## config.mk

```make
export PLATFORM = sky130hd
export DESIGN_NAME = multi_key_affine_byte_cipher
export DESIGN_NICKNAME = d
export VERILOG_FILES = /design/src/rtl/core/mkab_pkg.sv /design/src/rtl/core/mkab_front.sv /design/src/rtl/core/mkab_back.sv /design/src/rtl/core/multi_key_affine_byte_cipher.sv
export SDC_FILE = /design/constraint.sdc
export NUM_CORES = 1
export LEC_CHECK = 0
export ABC_AREA = 1
export BUFFER_PORTS_ARGS = -buffer_cell sky130_fd_sc_hd__buf_2
export CAP_MARGIN = 20
export CORE_AREA = 2 2 449 228
export DETAILED_ROUTE_END_ITERATION = 16
export DIE_AREA = 0 0 451 230
export PLACE_DENSITY = 0.4
export RECOVER_POWER = 50
export SLEW_MARGIN = 5
export SYNTH_ARGS = -nofsm -noshare
export SYNTH_HDL_FRONTEND = slang
export SYNTH_SLANG_ARGS = --single-unit
```

## constraint.sdc

```tcl
create_clock -name clock -period 10 [get_ports clock]
set_input_delay 0.5 -clock clock [delete_from_list [all_inputs] [get_ports clock]]
set_output_delay 0.5 -clock clock [all_outputs]
set_load 0.02 [all_outputs]
```

## src/rtl/core/mkab_pkg.sv

```systemverilog
// Shared types and constants for the multi-key affine byte cipher.
`default_nettype none
package mkab_pkg;

   localparam int MAX_KEYS    = 16;
   localparam int SLOT_W      = $clog2(MAX_KEYS);
   localparam int KEY_COUNT_W = 5;
   localparam int BYTE_W      = 8;
   localparam int QUEUE_DEPTH = 4;
   localparam int QUEUE_PTR_W = $clog2(QUEUE_DEPTH);
   localparam int QUEUE_CNT_W = QUEUE_PTR_W + 1;

   localparam logic [1:0] FUNC_LOAD    = 2'd0;
   localparam logic [1:0] FUNC_ENCRYPT = 2'd1;
   localparam logic [1:0] FUNC_DECRYPT = 2'd2;

   typedef enum logic [1:0] {
      OP_LOAD,
      OP_ENCRYPT,
      OP_DECRYPT,
      OP_NOP
   } op_type;

   typedef struct packed {
      op_type              op;
      logic                mult_odd;
      logic                message_start;
      logic [SLOT_W-1:0]   key_slot;
      logic [BYTE_W-1:0]   data_byte;
      logic [BYTE_W-1:0]   key_mult;
      logic [BYTE_W-1:0]   key_add;
   } entry_type;

endpackage
`default_nettype wire

```

## src/rtl/core/mkab_front.sv

```systemverilog
// Front end: accepts request transactions, classifies them and queues them for the back end.
`default_nettype none
module mkab_front import mkab_pkg::*; (
   input  wire logic              clock,
   input  wire logic              reset,
   input  wire logic              req_valid,
   output logic                   req_ready,
   input  wire logic [1:0]        req_func,
   input  wire logic [BYTE_W-1:0] req_data_byte,
   input  wire logic              req_message_start,
   input  wire logic [SLOT_W-1:0] req_key_slot,
   input  wire logic [BYTE_W-1:0] req_key_mult,
   input  wire logic [BYTE_W-1:0] req_key_add,
   output logic                   q_valid,
   input  wire logic              q_ready,
   output entry_type              q_entry
);

   entry_type               queue_ff [QUEUE_DEPTH];
   logic [QUEUE_PTR_W-1:0]  wr_ptr_ff, wr_ptr_in;
   logic [QUEUE_PTR_W-1:0]  rd_ptr_ff, rd_ptr_in;
   logic [QUEUE_CNT_W-1:0]  count_ff, count_in;
   entry_type               new_entry;
   logic                    push;
   logic                    pop;

   always_comb begin
      new_entry.message_start = req_message_start;
      new_entry.key_slot      = req_key_slot;
      new_entry.data_byte     = req_data_byte;
      new_entry.key_mult      = req_key_mult;
      new_entry.key_add       = req_key_add;
      new_entry.mult_odd      = req_key_mult[0];
      unique case (req_func)
         FUNC_LOAD:    new_entry.op = OP_LOAD;
         FUNC_ENCRYPT: new_entry.op = OP_ENCRYPT;
         FUNC_DECRYPT: new_entry.op = OP_DECRYPT;
         default:      new_entry.op = OP_NOP;
      endcase
   end

   assign req_ready = (count_ff != QUEUE_CNT_W'(QUEUE_DEPTH));
   assign q_valid   = (count_ff != '0);
   assign q_entry   = queue_ff[rd_ptr_ff];
   assign push      = req_valid && req_ready;
   assign pop       = q_valid && q_ready;

   always_comb begin
      wr_ptr_in = push ? wr_ptr_ff + 1'b1 : wr_ptr_ff;
      rd_ptr_in = pop ? rd_ptr_ff + 1'b1 : rd_ptr_ff;
      count_in  = count_ff + QUEUE_CNT_W'(push) - QUEUE_CNT_W'(pop);
   end

   always_ff @(posedge clock) begin
      if (reset) begin
         wr_ptr_ff <= '0;
         rd_ptr_ff <= '0;
         count_ff  <= '0;
      end else begin
         wr_ptr_ff <= wr_ptr_in;
         rd_ptr_ff <= rd_ptr_in;
         count_ff  <= count_in;
      end
   end

   always_ff @(posedge clock) begin
      if (push) begin
         queue_ff[wr_ptr_ff] <= new_entry;
      end
   end

endmodule
`default_nettype wire

```

## src/rtl/core/mkab_back.sv

```systemverilog
// Back end: key tables, key position, inverse sequencer and the response register.
`default_nettype none
module mkab_back import mkab_pkg::*; (
   input  wire logic                   clock,
   input  wire logic                   reset,
   input  wire logic [KEY_COUNT_W-1:0] key_count,
   input  wire logic                   q_valid,
   output logic                        q_ready,
   input  wire entry_type              q_entry,
   output logic                        back_busy,
   output logic                        rsp_valid,
   input  wire logic                   rsp_ready,
   output logic [BYTE_W-1:0]           rsp_out_byte,
   output logic                        rsp_key_error
);

   localparam logic ST_RUN = 1'b0;
   localparam logic ST_INV = 1'b1;
   localparam logic [2:0] LAST_BIT = 3'(BYTE_W - 1);

   logic [BYTE_W-1:0]      mult_table_ff [MAX_KEYS];
   logic [BYTE_W-1:0]      add_table_ff  [MAX_KEYS];
   logic [BYTE_W-1:0]      inv_table_ff  [MAX_KEYS];
   logic [SLOT_W-1:0]      key_pos_ff, key_pos_in;
   logic                   state_ff, state_in;
   logic [BYTE_W-1:0]      inv_x_ff, inv_x_in;
   logic [BYTE_W-1:0]      inv_p_ff, inv_p_in;
   logic [BYTE_W-1:0]      inv_a_ff, inv_a_in;
   logic [2:0]             inv_bit_ff, inv_bit_in;
   logic [SLOT_W-1:0]      inv_slot_ff, inv_slot_in;
   logic                   rsp_valid_ff, rsp_valid_in;
   logic [BYTE_W-1:0]      rsp_byte_ff, rsp_byte_in;
   logic                   rsp_err_ff, rsp_err_in;

   logic                   out_free;
   logic                   pop;
   logic                   inv_step;
   logic                   inv_done;
   logic [KEY_COUNT_W-1:0] eff_count;
   logic [SLOT_W-1:0]      use_pos;
   logic [KEY_COUNT_W-1:0] pos_plus;
   logic [SLOT_W-1:0]      next_pos;
   logic [BYTE_W-1:0]      sel_mult;
   logic [BYTE_W-1:0]      sel_add;
   logic [BYTE_W-1:0]      sel_inv;
   logic [BYTE_W-1:0]      diff;
   logic [2*BYTE_W-1:0]    enc_prod;
   logic [2*BYTE_W-1:0]    dec_prod;
   logic [BYTE_W-1:0]      x_step;
   logic [BYTE_W-1:0]      p_step;
   logic                   load_tables;
   logic                   write_inv;
   logic [SLOT_W-1:0]      inv_wr_slot;
   logic [BYTE_W-1:0]      inv_wr_data;

   assign out_free  = !rsp_valid_ff || rsp_ready;
   assign q_ready   = (state_ff == ST_RUN) && out_free;
   assign pop       = q_valid && q_ready;
   assign inv_done  = (inv_bit_ff == LAST_BIT);
   assign inv_step  = (state_ff == ST_INV) && (!inv_done || out_free);
   assign back_busy = (state_ff == ST_INV);

   always_comb begin
      if (key_count == '0) begin
         eff_count = KEY_COUNT_W'(1);
      end else if (key_count > KEY_COUNT_W'(MAX_KEYS)) begin
         eff_count = KEY_COUNT_W'(MAX_KEYS);
      end else begin
         eff_count = key_count;
      end
      if (q_entry.message_start || ({1'b0, key_pos_ff} >= eff_count)) begin
         use_pos = '0;
      end else begin
         use_pos = key_pos_ff;
      end
      pos_plus = {1'b0, use_pos} + KEY_COUNT_W'(1);
      next_pos = (pos_plus >= eff_count) ? '0 : pos_plus[SLOT_W-1:0];
      sel_mult = mult_table_ff[use_pos];
      sel_add  = add_table_ff[use_pos];
      sel_inv  = inv_table_ff[use_pos];
      diff     = q_entry.data_byte - sel_add;
      enc_prod = {{BYTE_W{1'b0}}, q_entry.data_byte} * {{BYTE_W{1'b0}}, sel_mult};
      dec_prod = {{BYTE_W{1'b0}}, diff} * {{BYTE_W{1'b0}}, sel_inv};
   end

   // one bit of the inverse per cycle (the last bit waits for a free response register): fix bit i of a*x, keep p = a*x
   always_comb begin
      x_step = inv_x_ff;
      p_step = inv_p_ff;
      if (inv_p_ff[inv_bit_ff]) begin
         x_step = inv_x_ff | (BYTE_W'(1) << inv_bit_ff);
         p_step = inv_p_ff + (inv_a_ff << inv_bit_ff);
      end
   end

   always_comb begin
      state_in     = state_ff;
      key_pos_in   = key_pos_ff;
      inv_x_in     = inv_x_ff;
      inv_p_in     = inv_p_ff;
      inv_a_in     = inv_a_ff;
      inv_bit_in   = inv_bit_ff;
      inv_slot_in  = inv_slot_ff;
      rsp_valid_in = rsp_valid_ff && !rsp_ready;
      rsp_byte_in  = rsp_byte_ff;
      rsp_err_in   = rsp_err_ff;
      load_tables  = 1'b0;
      write_inv    = 1'b0;
      inv_wr_slot  = q_entry.key_slot;
      inv_wr_data  = '0;
      if (pop) begin
         unique case (q_entry.op)
            OP_LOAD: begin
               load_tables = 1'b1;
               if (q_entry.mult_odd) begin
                  state_in    = ST_INV;
                  inv_x_in    = BYTE_W'(1);
                  inv_p_in    = q_entry.key_mult;
                  inv_a_in    = q_entry.key_mult;
                  inv_bit_in  = 3'd1;
                  inv_slot_in = q_entry.key_slot;
               end else begin
                  write_inv    = 1'b1;
                  rsp_valid_in = 1'b1;
                  rsp_byte_in  = '0;
                  rsp_err_in   = 1'b1;
               end
            end
            OP_ENCRYPT: begin
               key_pos_in   = next_pos;
               rsp_valid_in = 1'b1;
               rsp_byte_in  = enc_prod[BYTE_W-1:0] + sel_add;
               rsp_err_in   = 1'b0;
            end
            OP_DECRYPT: begin
               key_pos_in   = next_pos;
               rsp_valid_in = 1'b1;
               rsp_byte_in  = dec_prod[BYTE_W-1:0];
               rsp_err_in   = 1'b0;
            end
            default: begin
               rsp_valid_in = 1'b1;
               rsp_byte_in  = '0;
               rsp_err_in   = 1'b0;
            end
         endcase
      end else if (inv_step) begin
         inv_x_in   = x_step;
         inv_p_in   = p_step;
         inv_bit_in = inv_bit_ff + 3'd1;
         if (inv_done) begin
            state_in     = ST_RUN;
            write_inv    = 1'b1;
            inv_wr_slot  = inv_slot_ff;
            inv_wr_data  = x_step;
            rsp_valid_in = 1'b1;
            rsp_byte_in  = '0;
            rsp_err_in   = 1'b0;
         end
      end
   end

   always_ff @(posedge clock) begin
      if (reset) begin
         state_ff     <= ST_RUN;
         key_pos_ff   <= '0;
         rsp_valid_ff <= 1'b0;
         for (int i = 0; i < MAX_KEYS; i++) begin
            mult_table_ff[i] <= '0;
            add_table_ff[i]  <= '0;
            inv_table_ff[i]  <= '0;
         end
      end else begin
         state_ff     <= state_in;
         key_pos_ff   <= key_pos_in;
         rsp_valid_ff <= rsp_valid_in;
         if (load_tables) begin
            mult_table_ff[q_entry.key_slot] <= q_entry.key_mult;
            add_table_ff[q_entry.key_slot]  <= q_entry.key_add;
         end
         if (write_inv) begin
            inv_table_ff[inv_wr_slot] <= inv_wr_data;
         end
      end
   end

   always_ff @(posedge clock) begin
      inv_x_ff    <= inv_x_in;
      inv_p_ff    <= inv_p_in;
      inv_a_ff    <= inv_a_in;
      inv_bit_ff  <= inv_bit_in;
      inv_slot_ff <= inv_slot_in;
      rsp_byte_ff <= rsp_byte_in;
      rsp_err_ff  <= rsp_err_in;
   end

   assign rsp_valid     = rsp_valid_ff;
   assign rsp_out_byte  = rsp_byte_ff;
   assign rsp_key_error = rsp_err_ff;

endmodule
`default_nettype wire

```

## src/rtl/core/multi_key_affine_byte_cipher.sv

```systemverilog
// Multi-key affine byte cipher: top level with the key count register.
//
// Request transactions (req_*) carry a key load, an encrypt byte or a
// decrypt byte; each yields exactly one response transaction (rsp_*), in
// order. Requests enter a four-entry queue in the front end; the back end
// takes one entry per cycle when its response register is free and no inverse is in progress.
// Encrypt, decrypt and even-multiplier loads: response valid in the cycle after
// the back end takes the entry, one per cycle sustained while rsp_ready is high.
// A load with an odd multiplier works out the inverse one bit per cycle in the
// back end's sequencer, the last bit only once the response register is free.
// csr_key_count is written through its own channel, always ready; write it
// only while no transaction is in flight.
// Reset (synchronous) clears the key tables, key position and queue and sets the
// key count to 1; no clearing pass is needed.
// When rsp_ready is low the response register holds its transaction, the back
// end stops and the queue fills; req_ready falls when the queue is full.
`default_nettype none
module multi_key_affine_byte_cipher import mkab_pkg::*; (
   input  wire logic                   clock,
   input  wire logic                   reset,
   input  wire logic                   req_valid,
   output logic                        req_ready,
   input  wire logic [1:0]             req_func,
   input  wire logic [BYTE_W-1:0]      req_data_byte,
   input  wire logic                   req_message_start,
   input  wire logic [SLOT_W-1:0]      req_key_slot,
   input  wire logic [BYTE_W-1:0]      req_key_mult,
   input  wire logic [BYTE_W-1:0]      req_key_add,
   output logic                        rsp_valid,
   input  wire logic                   rsp_ready,
   output logic [BYTE_W-1:0]           rsp_out_byte,
   output logic                        rsp_key_error,
   input  wire logic                   csr_valid,
   output logic                        csr_ready,
   input  wire logic [KEY_COUNT_W-1:0] csr_key_count
);

   logic [KEY_COUNT_W-1:0] key_count_ff, key_count_in;
   logic                   q_valid;
   logic                   q_ready;
   entry_type              q_entry;
   logic                   back_busy;

   assign csr_ready    = 1'b1;
   assign key_count_in = (csr_valid && csr_ready) ? csr_key_count : key_count_ff;

   always_ff @(posedge clock) begin
      if (reset) begin
         key_count_ff <= KEY_COUNT_W'(1);
      end else begin
         key_count_ff <= key_count_in;
      end
   end

   mkab_front u_front (
      .clock             (clock),
      .reset             (reset),
      .req_valid         (req_valid),
      .req_ready         (req_ready),
      .req_func          (req_func),
      .req_data_byte     (req_data_byte),
      .req_message_start (req_message_start),
      .req_key_slot      (req_key_slot),
      .req_key_mult      (req_key_mult),
      .req_key_add       (req_key_add),
      .q_valid           (q_valid),
      .q_ready           (q_ready),
      .q_entry           (q_entry)
   );

   mkab_back u_back (
      .clock         (clock),
      .reset         (reset),
      .key_count     (key_count_ff),
      .q_valid       (q_valid),
      .q_ready       (q_ready),
      .q_entry       (q_entry),
      .back_busy     (back_busy),
      .rsp_valid     (rsp_valid),
      .rsp_ready     (rsp_ready),
      .rsp_out_byte  (rsp_out_byte),
      .rsp_key_error (rsp_key_error)
   );

   a_err_zero_byte: assert property (@(posedge clock) disable iff (reset)
      (rsp_valid && rsp_key_error) |-> (rsp_out_byte == '0))
      else $error("key error response with non-zero byte");

   a_full_has_entry: assert property (@(posedge clock) disable iff (reset)
      !req_ready |-> q_valid)
      else $error("queue full but nothing to take");

   a_rsp_source: assert property (@(posedge clock) disable iff (reset)
      $rose(rsp_valid) |-> ($past(q_valid) || $past(back_busy)))
      else $error("response without a queued transaction");

   a_no_pop_busy: assert property (@(posedge clock) disable iff (reset)
      back_busy |-> !q_ready)
      else $error("queue popped during inverse sequence");

endmodule
`default_nettype wire

```

# [Yosys cells after proc, flatten, opt, wreduce, memory -nomap -nowiden]
# Memory sizes are Yosys's and may differ from the RTL's. A register that Yosys moved wholly into a read port is not among the register bits.
# Index checks and enable logic that the tools add are counted.
[totals] n_memories=4 latch_bits=0 ram_bits=512 reg_bits=58 rom_bits=0
[op_classes] n_bitwise=2 n_lt_le_gt_ge=4 div=0 n_mul=2 n_mux=73 n_shift=2 n_eq_ne=9 addsub=9 n_reduce_logical=28
[memory_table] name="u_back.add_table_ff" depth=16 width=8 read_ports=1 rd_ports_with_merged_regs=0 wr=16 line_no="mkab_back.sv:22" rtl="logic [BYTE_W-1:0] add_table_ff [MAX_KEYS];"
[memory_table] name="u_back.inv_table_ff" depth=16 width=8 read_ports=1 rd_ports_with_merged_regs=0 wr=16 line_no="mkab_back.sv:23" rtl="logic [BYTE_W-1:0] inv_table_ff [MAX_KEYS];"
[memory_table] name="u_back.mult_table_ff" depth=16 width=8 read_ports=1 rd_ports_with_merged_regs=0 wr=16 line_no="mkab_back.sv:21" rtl="logic [BYTE_W-1:0] mult_table_ff [MAX_KEYS];"
[memory_table] name="u_front.queue_ff" depth=4 width=32 read_ports=1 rd_ports_with_merged_regs=1 wr=1 line_no="mkab_front.sv:19" rtl="entry_type queue_ff [QUEUE_DEPTH];"
[ops] op="2-to-1 mux 8 bit" count=20
[ops] op="2-to-1 mux 1 bit" count=34
[ops] op="2-to-1 mux 4 bit" count=8
[ops] op="case mux 8 bit (3 select lines)" count=1
[ops] op="OR reduction 8 bit" count=3
[ops] op="adder 8 bit" count=2
[ops] op="multiplier 8 x 8 -> 8 bit" count=2
[ops] op="2-to-1 mux 3 bit" count=4
[ops] op="2-to-1 mux 5 bit" count=2
[ops] op="AND reduction 3 bit" count=3
[ops] op="bitwise OR 8 bit" count=1
[ops] op="AND reduction 4 bit" count=2
[ops] op="left shift 1 x 3 -> 8 bit (first input constant)" count=1
[ops] op="left shift 8 x 3 -> 8 bit" count=1
[ops] op="subtractor 8 bit" count=1
[ops] op="!= test 3 bit (second input constant)" count=2
[ops] op="case mux 2 bit (3 select lines)" count=1
[ops] op="nonzero test 2 bit" count=3
[ops] op="adder 4 x 1 -> 5 bit (second input constant)" count=1
[ops] op=">= comparator 4 x 5 -> 1 bit" count=1
[ops] op=">= comparator 5 bit" count=1
[ops] op="> comparator 5 bit (second input constant)" count=1
[ops] op="logical AND 1 bit" count=5
[ops] op="zero test 5 bit" count=1
[ops] op="19 further kinds" count=28

# [Longest topological paths before layout]
[depth] ltp_word=11 mapped_depth=45 depth_no_buf=41

# [Cells and area by module]
# Synthesis repeated with hierarchy kept, for this count alone.
[unflattened] cells_unflattened=2785 hier_area_um2=27923.0
[modules_own_cells] mod="mkab_back" area_per_inst_um2=22550.4 instances=1 cells_each=2384 seq_area_each_um2=12852.3
[modules_own_cells] mod="mkab_front" area_per_inst_um2=5144.9 instances=1 cells_each=368 seq_area_each_um2=3903.7
[modules_own_cells] mod="multi_key_affine_byte_cipher" area_per_inst_um2=227.7 instances=1 cells_each=33 seq_area_each_um2=100.1

# [Worst setup path before layout]
# OpenSTA, ideal clock, no wires.
[synth_path] kind="reg-to-reg" from="register key_count_ff[0]" to="register u_back.rsp_byte_ff[7], in the netlist u_back.rsp_out_byte[7] (data pin)" synth_period_minus_slack_ns=6.960 n_path_buf=3 required_ns=9.730 stages_incl_launch_ff=37 t_arrival_ns=6.690 slack_ns=3.040 path_cell_list="dfxtp_1 or4_1 nand2_1 nand2_1 ha_1 inv_1 nor2_2 nand3b_2 nand2_1 nor2_2 nand2_2 buf_2 buf_1 clkbuf_1 o221ai_1 a311oi_1 a31oi_1 ha_1 nand2_1 o21ai_0 xor2_1 inv_1 nand3_1 fa_1 inv_1 fa_1 inv_1 fa_1 fa_1 inv_1 ha_1 inv_1 nor2_1 nor2_1 nand3_1 nand3_1 a21oi_1"
[synth_via] elab_chain_cells=11 word_cells_on_any_way=16 classes_between="add/sub (2); mul (2); order compare (2); mux (5); reduce/logical (2); memory (3)"
[synth_rtl] element="start: declaration" line_no="multi_key_affine_byte_cipher.sv:38" rtl="logic [KEY_COUNT_W-1:0] key_count_ff, key_count_in;"
[synth_rtl] element="start signal: assignment" line_no="multi_key_affine_byte_cipher.sv:51" rtl="key_count_ff <= key_count_in;"
[synth_rtl] element="> comparator 5 bit" line_no="mkab_back.sv:66" rtl="end else if (key_count > KEY_COUNT_W'(MAX_KEYS)) begin"
[synth_rtl] element="2-to-1 mux 5 bit" line_no="mkab_back.sv:66"
[synth_rtl] element="2-to-1 mux 5 bit *" line_no="mkab_back.sv:64" rtl="if (key_count == '0) begin"
[synth_rtl] element=">= comparator 4 x 5 -> 1 bit *" line_no="mkab_back.sv:71" rtl="if (q_entry.message_start || ({1'b0, key_pos_ff} >= eff_count)) begin"
[synth_rtl] element="logical OR 1 bit *" line_no="mkab_back.sv:71"
[synth_rtl] element="2-to-1 mux 4 bit *" line_no="mkab_back.sv:71"
[synth_rtl] element="memory (16 x 8 bit) (on tied branches)"
[synth_rtl] element="subtractor 8 bit or multiplier 8 x 8 -> 8 bit (tied branches)" line_no="mkab_back.sv:81, mkab_back.sv:82"
[synth_rtl] element="multiplier 8 x 8 -> 8 bit or adder 8 bit (tied branches)" line_no="mkab_back.sv:83, mkab_back.sv:132"
[synth_rtl] element="case mux 8 bit (3 select lines) *" line_no="mkab_back.sv:112" rtl="unique case (q_entry.op)"
[synth_rtl] element="2-to-1 mux 8 bit *" line_no="mkab_back.sv:111" rtl="if (pop) begin"
[synth_rtl] element="end signal: assignment" line_no="mkab_back.sv:193" rtl="rsp_byte_ff <= rsp_byte_in;"
[synth_rtl] element="end: declaration" line_no="mkab_back.sv:32" rtl="logic [BYTE_W-1:0] rsp_byte_ff, rsp_byte_in;"
# Every way passes the cells marked *; elsewhere a longest branch is shown, timed or not.
# A chain may end at the register's enable or synchronous reset.

==> impl_metrics.py <==
metrics = {
    "timing": {
        "worst_slack_ps": 1730,
        "min_period_over_period": 0.827,
        "tightest_slew_ps": 3120,
        "hold_viol_final": 0,
        "slew_headroom": -1.08,
        "post-route-min-period_ps": 8270,
        "rsz0062_at_grt": "false",
        "fin_skew_ps": 26.4,
        "setup_violations": 0,
        "final_max_slew_viol_count": 209,
        "fmax_mhz": 121,
        "finalSetupTns_ps": 0,
        "hold_ws_ps": 100,
    },
    "floorplanning": {
        "io_pins": 53,
        "die_h_um": 230,
        "core_area_um2": 99600,
        "die_w_um": 451,
        "start_util": 0.279,
        "row_count": 82,
        "dieArea_um2": 104000,
    },
    "run": {
        "maxCapViolations": 6,
    },
    "routing": {
        "drc": 0,
        "vias": 19700,
        "firstDrtPassIters": 7,
        "routed_wl_um": 87600,
        "via_per_inst": 4.75,
        "wire_per_inst_um": 21.1,
        "postRouteAntennaNets": 0,
        "drt_iter0_drc": 1519,
    },
    "outcome": {
        "violations": "capacitance limit, slew limit",
        "status": "complete, but fails checks",
    },
    "setup_path": {
        "path_delay_family": "adder cells",
        "worst-path-max-fanout": 110,
        "cp_slowest_stage_delay_ps": 900,
        "path_common_cell": "inv_1",
        "cp.required_ps": 10370,
        "end_kind": "flip-flop",
        "cp-start-kind": "flip-flop",
        "path_class": "flip-flop to flip-flop",
        "arrival_ps": 8640,
        "cp.buffers_inverters": 7,
        "cpMaxStageDelayCell": "clkinvlp_2",
    },
    "cells_and_area": {
        "area_growth_pct": 11.6,
        "diodes": 0,
        "drive_gt1_frac": 0.0527,
        "final_core_util": 0.312,
        "nets": 2908,
    },
    "placement": {
        "post-place-ws_ps": 2030,
        "dp_hpwl_um": 57100,
        "globalplace.congestion": 0.784,
        "port_buffers": 51,
    },
    "clock_tree": {
        "cts-resized-gates": 0,
        "htree_levels": 2,
        "clockRootBuffer": "clkbuf_16",
        "hold_buffers": 0,
        "cts_made_buffers": 58,
        "clk_pin_slew_ps": 60,
        "cts_sinks": 568,
        "cts_tree": "done",
        "cts_buffer_depth": 3,
        "cts_setup_buffers": 0,
        "clock_latency_ps": 660,
    },
    "global_routing": {
        "grt.overflow.total": 0,
        "grt_use_total": 0.170,
        "grt_max_degree": 111,
        "antenna_found_initial": 0,
        "grt_pass1_vias": 19800,
        "grt_pass1_wl_um": 133000,
    },
    "yosys": {
        "synth_fp_nets": 2912,
        "synth_cells": 2764,
        "syn_avg_cell_area_um2": 10.1,
        "ys_ff_latch": 568,
        "synth.cell_area_um2": 27800,
        "synth_warnings": 0,
        "yosysSeqAreaShare": 0.606,
        "synthDistinctLibCells": 57,
    },
    "power_and_ir_drop": {
        "ir_drop_v": 0.000129,
        "power.density_nw_per_um2": 283,
        "p_leak_uw": 0.0119,
    },
    "hold_path": {
        "hold_class": "primary input to flip-flop",
    },
}
[tightest hold or removal path, stage by stage]
cell and delay, ps:
buf_2 90, nand2_1 50, nand3_1 70
[path summary, 6_finish.rpt]
check / slack (ps) / endpoint / startpoint / depth (start not counted)
worst max-delay path: 1730 / u_back.rsp_out_byte[7] / flip-flop / 28
worst min-delay path: 100 / key_count_ff[0] / csr_key_count[0] / 3
worst max register to register: 1730 / u_back.rsp_out_byte[7] / flip-flop / 28
worst min register to register: 480 / flip-flop / u_front.rd_ptr_ff[0] / 1
[synth_stat cells, drive strengths merged]
cell     number  area share
a32oi        17      0.0053
or3           1     0.00022
conb          1     0.00013
nand2       627       0.085
a22oi         1     0.00027
a21oi        67       0.012
or4           1     0.00027
xnor2         4      0.0013
o31ai        11      0.0030
a311oi        5      0.0016
edfxtp      548        0.59
a21boi        1     0.00027
a221oi        8      0.0025
o21ai        46      0.0083
nand4         6      0.0016
a211oi        2     0.00054
or2           8      0.0018
a31oi         9      0.0020
o311a         2     0.00072
o21bai        7      0.0019
dfxtp        20       0.014
clkinv        6     0.00081
mux2i         8      0.0029
clkbuf       77       0.010
nand3b        1     0.00040
o21a          2     0.00054
a21o          4      0.0011
o221ai       20      0.0063
xor2         16      0.0050
nand3       317       0.058
o2111ai       1     0.00031
nor2        534       0.073
inv         180       0.024
buf          75       0.018
fa           33       0.024
a32o          8      0.0029
nor3          8      0.0018
ha           74       0.033
a31o          2     0.00063
o22ai         6      0.0013
[cell usage in the layout (no fill, tap or decap), types with 33 or more instances in the layout]
cell	instances
fa_1	33
clkbuf_1	75
inv_1	172
nor2_1	524
a21oi_1	66
edfxtp_1	548
nand2_1	624
ha_1	74
nand3_1	313
o21ai_0	45
clkbuf_16	58
[flip-flops by register name (all words and copies together) (netlist names), named ones only]
name	flops
u_back.rsp_out_byte	8
u_back.inv_a_ff	8
u_back.inv_x_ff	8
u_front.rd_ptr_ff	2
u_front.queue_ff	124
u_back.key_pos_ff	4
u_back.inv_table_ff	128
u_back.inv_bit_ff	3
u_back.back_busy	1
u_back.inv_p_ff	8
u_back.inv_slot_ff	4
u_back.mult_table_ff	128
u_front.wr_ptr_ff	2
key_count_ff	5
u_back.rsp_key_error	1
u_back.rsp_valid	1
u_front.count_ff	3
u_back.add_table_ff	128
[final cells by class]
| cell class | count | area [um^2] |
|---|---|---|
| Clock inverter | 31 | 309 |
| Tap cell | 1344 | 1680 |
| Clock buffer | 79 | 1540 |
| Timing Repair Buffer | 88 | 459 |
| Fill cell | 10300 | 68600 |
| Sequential cell | 568 | 16900 |
| Multi-Input combinational cell | 1858 | 9520 |
| Inverter | 186 | 702 |
[metrics by stage]
step                cell area, um^2  std cells  total power (uW)
CTS                           31200       4154              8930
detailed placement            29300       4044              6710
finish                        31100       4154              8790
global route                  31100       4154              9450
global placement              29300       4044              6710
floorplan                     27800       2764              5430
[routing by layer]
metal  GRT usage  vias up  share of wire
li1            -     9388              -
met3      0.0190       98          0.037
met1       0.248     9862           0.49
met5           0        -              0
met2       0.269      393           0.45
met4      0.0374        0          0.019
[where the power goes]
part           internal [uW]  switching (uW)  total [uW]  leakage, uW
logic                   1010            2530        3540      0.00531
clock network           1210             989        2200     0.000902
registers               2930             124        3050      0.00564
total                   5150            3640        8790       0.0119
[cells by family after synthesis]
family,share of synthesized area
multiplexers,0.00288
flip-flops,0.606
XOR/XNOR,0.00629
AO/OA/AOI/OAI,0.0519
adder cells (fa/ha/maj),0.0570
AND/OR/NAND/NOR,0.223
other,0.000135
buffers and inverters,0.0534
(Power assumes the default switching activity.)
